$ cat src/hw/rtl/oaht_pkg.sv
// Package: shared constants, codes and structs of the hash table engine.
package oaht_pkg;

	localparam int SLOTS     = 256;
	localparam int SLOT_BITS = $clog2(SLOTS);
	localparam int KEY_W     = 32;
	localparam int VAL_W     = 64;
	localparam int OP_W      = 2;
	localparam int LIMIT_W   = 8;
	localparam int CNT_W     = 9;

	localparam logic [LIMIT_W-1:0] LOAD_LIMIT_RST = 8'd179;

	localparam logic [OP_W-1:0] OP_GET = 2'd0;
	localparam logic [OP_W-1:0] OP_PUT = 2'd1;
	localparam logic [OP_W-1:0] OP_DEL = 2'd2;

	typedef enum logic [1:0] {
		MARK_EMPTY = 2'd0,
		MARK_LIVE  = 2'd1,
		MARK_TOMB  = 2'd2
	} mark_t;

	typedef enum logic [1:0] {
		ST_IDLE,
		ST_PROBE,
		ST_DONE
	} state_t;

	typedef struct packed {
		logic                 rd_en;
		logic [SLOT_BITS-1:0] rd_addr;
		logic                 wr_key_en;
		logic                 wr_val_en;
		logic [SLOT_BITS-1:0] wr_addr;
		mark_t                wr_mark;
		logic [KEY_W-1:0]     wr_key;
		logic [VAL_W-1:0]     wr_value;
	} mem_req_t;

	typedef struct packed {
		mark_t            mark;
		logic [KEY_W-1:0] key;
		logic [VAL_W-1:0] value;
	} mem_rsp_t;

	typedef struct packed {
		logic             found;
		logic             new_key;
		logic             table_full;
		logic [VAL_W-1:0] read_value;
	} res_t;

endpackage

$ cat src/hw/rtl/oaht_ctrl.sv
// Probe sequencer: walks slots one per cycle, decides the operation, commits the write.
module oaht_ctrl (
	input  logic                          clk,
	input  logic                          arst_n,
	input  logic                          in_valid,
	output logic                          in_stall,
	input  logic [oaht_pkg::OP_W-1:0]     operation,
	input  logic [oaht_pkg::KEY_W-1:0]    key_id,
	input  logic [oaht_pkg::KEY_W-1:0]    key_hash,
	input  logic [oaht_pkg::VAL_W-1:0]    write_value,
	input  logic [oaht_pkg::LIMIT_W-1:0]  load_limit,
	input  logic                          out_free,
	output logic                          push,
	output oaht_pkg::res_t                res,
	output oaht_pkg::mem_req_t            req,
	input  oaht_pkg::mem_rsp_t            rsp
);

	oaht_pkg::state_t state_q, state_d;

	logic [oaht_pkg::OP_W-1:0]      op_q;
	logic [oaht_pkg::KEY_W-1:0]     key_q;
	logic [oaht_pkg::VAL_W-1:0]     wval_q;
	logic [oaht_pkg::SLOT_BITS-1:0] idx_q;
	logic [oaht_pkg::SLOT_BITS-1:0] n_q;
	logic                           have_tomb_q;
	logic [oaht_pkg::SLOT_BITS-1:0] tomb_idx_q;
	logic [oaht_pkg::CNT_W-1:0]     used_count_q;

	logic                           wr_key_en_q, wr_val_en_q, inc_q;
	logic [oaht_pkg::SLOT_BITS-1:0] wr_addr_q;
	oaht_pkg::mark_t                wr_mark_q;
	oaht_pkg::res_t                 res_q;

	logic                           cur_tomb, cur_empty, hit, stop, tomb_any, room;
	logic [oaht_pkg::SLOT_BITS-1:0] tomb_at;
	logic                           d_key_en, d_val_en, d_inc;
	logic [oaht_pkg::SLOT_BITS-1:0] d_addr;
	oaht_pkg::mark_t                d_mark;
	oaht_pkg::res_t                 d_res;

	// Probe decode of the slot read last cycle.
	always_comb begin
		cur_tomb  = (rsp.mark == oaht_pkg::MARK_TOMB);
		cur_empty = (rsp.mark == oaht_pkg::MARK_EMPTY);
		hit       = (rsp.mark == oaht_pkg::MARK_LIVE) && (rsp.key == key_q);
		stop      = hit || cur_empty || (&n_q) || (op_q != oaht_pkg::OP_GET &&
		            op_q != oaht_pkg::OP_PUT && op_q != oaht_pkg::OP_DEL);
		tomb_any  = have_tomb_q || cur_tomb;
		tomb_at   = have_tomb_q ? tomb_idx_q : idx_q;
		room      = used_count_q < {1'b0, load_limit};
	end

	always_comb begin
		d_key_en = 1'b0;
		d_val_en = 1'b0;
		d_inc    = 1'b0;
		d_addr   = idx_q;
		d_mark   = oaht_pkg::MARK_LIVE;
		d_res    = '0;
		case (op_q)
			oaht_pkg::OP_GET: begin
				d_res.found = hit;
				if (hit) begin
					d_res.read_value = rsp.value;
				end
			end
			oaht_pkg::OP_DEL: begin
				d_res.found = hit;
				d_key_en    = hit;
				d_mark      = oaht_pkg::MARK_TOMB;
			end
			oaht_pkg::OP_PUT: begin
				if (hit) begin
					d_res.found = 1'b1;
					d_key_en    = 1'b1;
					d_val_en    = 1'b1;
				end else if (tomb_any) begin
					d_res.new_key = 1'b1;
					d_key_en      = 1'b1;
					d_val_en      = 1'b1;
					d_addr        = tomb_at;
				end else if (cur_empty && room) begin
					d_res.new_key = 1'b1;
					d_key_en      = 1'b1;
					d_val_en      = 1'b1;
					d_inc         = 1'b1;
				end else begin
					d_res.table_full = 1'b1;
				end
			end
			default: begin
				d_res = '0;
			end
		endcase
	end

	always_comb begin
		state_d = state_q;
		case (state_q)
			oaht_pkg::ST_IDLE:  if (in_valid) state_d = oaht_pkg::ST_PROBE;
			oaht_pkg::ST_PROBE: if (stop) state_d = oaht_pkg::ST_DONE;
			oaht_pkg::ST_DONE:  if (out_free) state_d = oaht_pkg::ST_IDLE;
			default:            state_d = oaht_pkg::ST_IDLE;
		endcase
	end

	always_comb begin
		in_stall     = 1'b1;
		push         = 1'b0;
		req.rd_en    = 1'b0;
		req.rd_addr  = idx_q + {{(oaht_pkg::SLOT_BITS-1){1'b0}}, 1'b1};
		req.wr_key_en = 1'b0;
		req.wr_val_en = 1'b0;
		req.wr_addr  = wr_addr_q;
		req.wr_mark  = wr_mark_q;
		req.wr_key   = key_q;
		req.wr_value = wval_q;
		case (state_q)
			oaht_pkg::ST_IDLE: begin
				in_stall    = 1'b0;
				req.rd_en   = in_valid;
				req.rd_addr = key_hash[oaht_pkg::SLOT_BITS-1:0];
			end
			oaht_pkg::ST_PROBE: begin
				req.rd_en = !stop;
			end
			oaht_pkg::ST_DONE: begin
				push          = out_free;
				req.wr_key_en = out_free && wr_key_en_q;
				req.wr_val_en = out_free && wr_val_en_q;
			end
			default: begin
				in_stall = 1'b1;
			end
		endcase
		res = res_q;
	end

	always_ff @(posedge clk or negedge arst_n) begin
		if (!arst_n) begin
			state_q      <= oaht_pkg::ST_IDLE;
			used_count_q <= '0;
			have_tomb_q  <= 1'b0;
			wr_key_en_q  <= 1'b0;
			wr_val_en_q  <= 1'b0;
			inc_q        <= 1'b0;
		end else begin
			state_q <= state_d;
			case (state_q)
				oaht_pkg::ST_IDLE: begin
					have_tomb_q <= 1'b0;
				end
				oaht_pkg::ST_PROBE: begin
					if (stop) begin
						wr_key_en_q <= d_key_en;
						wr_val_en_q <= d_val_en;
						inc_q       <= d_inc;
					end else if (cur_tomb && !have_tomb_q) begin
						have_tomb_q <= 1'b1;
					end
				end
				oaht_pkg::ST_DONE: begin
					if (out_free && inc_q) begin
						used_count_q <= used_count_q + {{(oaht_pkg::CNT_W-1){1'b0}}, 1'b1};
					end
				end
				default: begin
					have_tomb_q <= 1'b0;
				end
			endcase
		end
	end

	// Datapath registers.
	always_ff @(posedge clk) begin
		if (state_q == oaht_pkg::ST_IDLE && in_valid) begin
			op_q   <= operation;
			key_q  <= key_id;
			wval_q <= write_value;
			idx_q  <= key_hash[oaht_pkg::SLOT_BITS-1:0];
			n_q    <= '0;
		end else if (state_q == oaht_pkg::ST_PROBE) begin
			if (stop) begin
				wr_addr_q <= d_addr;
				wr_mark_q <= d_mark;
				res_q     <= d_res;
			end else begin
				if (cur_tomb && !have_tomb_q) begin
					tomb_idx_q <= idx_q;
				end
				idx_q <= idx_q + {{(oaht_pkg::SLOT_BITS-1){1'b0}}, 1'b1};
				n_q   <= n_q + {{(oaht_pkg::SLOT_BITS-1){1'b0}}, 1'b1};
			end
		end
	end

endmodule

$ cat config.mk
export PLATFORM = sky130hd
export DESIGN_NAME = oaht_ctrl
export DESIGN_NICKNAME = d
export VERILOG_FILES = /design/src/hw/rtl/oaht_pkg.sv /design/src/hw/rtl/oaht_ctrl.sv
export SDC_FILE = /design/constraint.sdc
export NUM_CORES = 1
export LEC_CHECK = 0
export BUFFER_PORTS_ARGS = -buffer_cell sky130_fd_sc_hd__buf_2
export CORE_AREA = 2 2 164 166
export CTS_CLUSTER_DIAMETER = 120
export DETAILED_ROUTE_END_ITERATION = 12
export DIE_AREA = 0 0 166 168
export GPL_ROUTABILITY_DRIVEN = 0
export GPL_TIMING_DRIVEN = 0
export PLACE_DENSITY_LB_ADDON = 0.12
export SYNTH_ARGS = -nofsm -noshare
export SYNTH_HDL_FRONTEND = slang
export SYNTH_SLANG_ARGS = --single-unit
$ cat constraint.sdc
create_clock -name clk -period 7.5 [get_ports clk]
set_input_delay 1.5 -clock clk [delete_from_list [all_inputs] [get_ports clk]]
set_output_delay 1.5 -clock clk [all_outputs]
set_load 0.05 [all_outputs]
==> summary.txt <==
Power
  • Leak: 5.26 nW
  • Psw: roughly 1.7 mW
  • Pwr Density: roughly 380 nW/um^2
  • Power Internal: around 2.6 mW
  • Sequential share of power: 0.396
  • Sw frac: 0.398
  • Clock share of power: 0.259
  • Worst VDD drop: 0.214 mV
  • Comb pwr share: 0.344

Floorplan
  • Die ar.: around 28,000 um^2
  • Rows: 60
  • Initial core utilization: 0.316
  • Die W: between 150 and 200 um
  • Num ports: 426
  • Die H: roughly 170 um
  • Core ar.: between 20,000 and 30,000 um^2

Routing
  • Detailed Routing Iterations Pass 1: 4
  • Met3 Routed Length: between 2000 and 3000 um
  • DRC: 0
  • Routed met2 length: approximately 11,000 um
  • Met1 wire length: ~9200 um
  • Antenna viol nets, final: 0
  • DRT Wirelength: about 24,000 um
  • DRT iter0 DRCs: 296
  • DR WL/cell: 17.8 um
  • DR vias: 5,889
  • Vias per std cell: between 4 and 5
  • Top layer in use: met5

Clock tree
  • CTS max path bufs: 3
  • Total CTS buffers: 25
  • Hold buffers post-CTS: 0
  • CTS H-Tree Depth: 1
  • Setup bufs post-CTS: 0
  • Clock Sinks: ~210
  • Insertion delay to the later sink of the worst-skew pair: about 0.52 ns
  • Cts repair resizes: 0
  • Clock transition at path regs: approximately 0.060 ns
  • Root buffer cell: clkbuf_16
  • CTS tree: done

Setup path
  • Critical path class: input pin to output pin
  • Worst reg2reg path depth: 6
  • Crit end category: output pin
  • Arrival @ worst endpoint: around 3.8 ns
  • CP Max Fanout: 10
  • CP required: roughly 6.0 ns
  • Setup crit start kind: input pin

Cells and area
  • Non-filler cells, final: about 1,300
  • # fillers: ~2,500
  • FF/Latch Area: 6270 um^2
  • Final net count: approximately 1,200
  • P&R area growth vs syn: 39.1%
  • Multi-input gate area: 1920 um^2
  • Share of layout cells above drive strength 1: 0.462

Timing
  • Rel. slew slack: 0.186
  • Final clock skew: ~0.015 ns
  • # setup viols final: 0
  • Max Freq: 189 MHz
  • Tcrit/Tclk final: 0.705
  • Final Critical Period: 5.29 ns
  • Worst Tran Pin Value: between 1 and 1.5 ns
  • Final worst-path setup slack: about 2.2 ns
  • Unrepaired setup endpoints after global routing: false
  • Hold slack: approximately 0.47 ns
  • Setup TNS: 0 ns
  • Count of pins over their slew limit: 0
  • Final hold vios: 0

Synth
  • Synth Cell Area: between 8000 and 9000 um^2
  • Post-synth top area share: 0.688
  • EDFF count, synth: between 150 and 200
  • Post-synth ARST share: 0.0701
  • Mapped Nets: ~790
  • Mean post-synth cell area: between 15 and 20 um^2
  • Synth Flop Type: edfxtp_1
  • Synth Instances: 530
  • Flops & latches, synth: roughly 210
  • Most frequent cell after synthesis: edfxtp_1
  • Post-synth top area cell: edfxtp_1
  • Synthesis Warnings: 0
  • Top post-synthesis cells by area: edfxtp_1 69%, and3_1 5.3%, dfrtp_1 4.5%
  • Commonest cells post-synth: 191 x edfxtp_1, 71 x and3_1, 36 x xor2_1
  • Distinct cell type count after synthesis: 44
  • Sequential area share after synthesis: 0.752

Run
  • Max-Cap Viols: 0

Placement
  • DP HPWL: around 18,000 um
  • Place WS: about 2.1 ns
  • Placed insts: 1,274
  • Port Buffers: 401

Outcome
  • Status: complete, no violations

Global route
  • Tot GR Track Use: 0.162
  • Initial antenna violation count: 7
  • Overflow after GRT: 0
  • Vias in the first global route: 5,940
  • First-pass GRT wire length: between 30,000 and 40,000 um
  • Pin count of the biggest net entering global routing: a little over 60

Hold path
  • HP Class: flip-flop to flip-flop
  • WHS Path Cells: 1
[cells in the final DEF (no fill, tap or decap), drive strengths merged, types with 3 or more instances in the layout]
| master | instances |
|---|---|
| nand3 | 10 |
| diode | 3 |
| dfrtp | 15 |
| mux2i | 6 |
| nor4 | 9 |
| nand4 | 4 |
| xor2 | 36 |
| nor2b | 4 |
| edfxtp | 191 |
| nand2 | 28 |
| and3 | 71 |
| mux2 | 10 |
| ha | 15 |
| clkbuf | 46 |
| dfxtp | 8 |
| clkinv | 9 |
| nor2 | 26 |
| buf | 407 |
| a21oi | 17 |
| inv | 19 |
| nand2b | 3 |
| xnor2 | 10 |
| o21ai | 3 |
[flip-flops by register name, indices dropped and copies added, names as in the netlist, 2 cells and up]
register / flops
wval_q: 64
state_q: 2
n_q: 8
res: 67
tomb_idx_q: 8
used_count_q: 9
op_q: 2
idx_q: 8
wr_addr_q: 8
wr_mark_q: 2
key_q: 32
[cell type report]
type / count / share of cell area
antenna: 3 / 0.000648
buffer: 20 / 0.00723
clock buffer: 30 / 0.0556
clock inverter: 12 / 0.00907
inverter: 19 / 0.00637
multi-input combinational: 277 / 0.165
sequential: 214 / 0.541
tap: 341 / 0.0368
timing repair buffer: 403 / 0.178
[cell families after synthesis]
| logic type | after synthesis | synth area share |
|---|---|---|
| AOI/OAI and AO/OA | 37 | 0.0287 |
| xor gates and xnor gates | 46 | 0.0483 |
| adders and majority gates | 15 | 0.0225 |
| buffers and inverters | 39 | 0.0186 |
| DFF | 214 | 0.752 |
| muxes | 16 | 0.0243 |
| and+or+nand+nor | 163 | 0.105 |
[metal layers]
metal | GRT usage | vias to the layer above
li1 | - | 2844
met3 | 0.0738 | 34
met2 | 0.274 | 285
met5 | 0 | -
met1 | 0.190 | 2718
met4 | 0.0378 | 8
[worst max-delay path, stage by stage]
cell and delay, ns:
buf_2 0.10, xor2_1 0.14, nor4_1 0.42, nand4_1 0.22
or4_1 0.61, buf_2 0.22, nand2_1 0.25, nand2_1 0.08
buf_2 0.23
[power by group through the flow]
stage	Combinational [mW]	Clock (mW)	Sequential, mW
finish	1.51	1.14	1.74
global route	1.60	1.22	1.77
CTS	1.53	1.18	1.74
detailed placement	1.53	0	1.76
global placement	1.50	0	1.79
floorplan	0.507	0	2.37
[final timing paths]
kind                                        startpoint                     endpoint  slack (ns)
hold / removal             used_count_q[8]$_DFFE_PN0P_  used_count_q[8]$_DFFE_PN0P_        0.47
setup reg to reg                   key_q[23]$_DFFE_PP_        res[66]$_SDFFCE_PN0P_        4.28
setup / recovery                               rsp[87]                     req[116]        2.21
hold reg to reg            used_count_q[8]$_DFFE_PN0P_  used_count_q[8]$_DFFE_PN0P_        0.47
min in group asynchronous                       arst_n            inc_q$_DFFE_PN0P_        0.89
max in group asynchronous                       arst_n  used_count_q[1]$_DFFE_PN0P_        6.33
[stage by stage]
step	power (mW)	cell area, um^2	util
floorplan	2.88	8340	-
global placement	3.30	10800	0.409
detailed placement	3.29	10800	0.411
CTS	4.45	11600	0.440
global route	4.60	11600	0.440
finish	4.39	11600	0.440
Power figures use the tool's default switching activity.
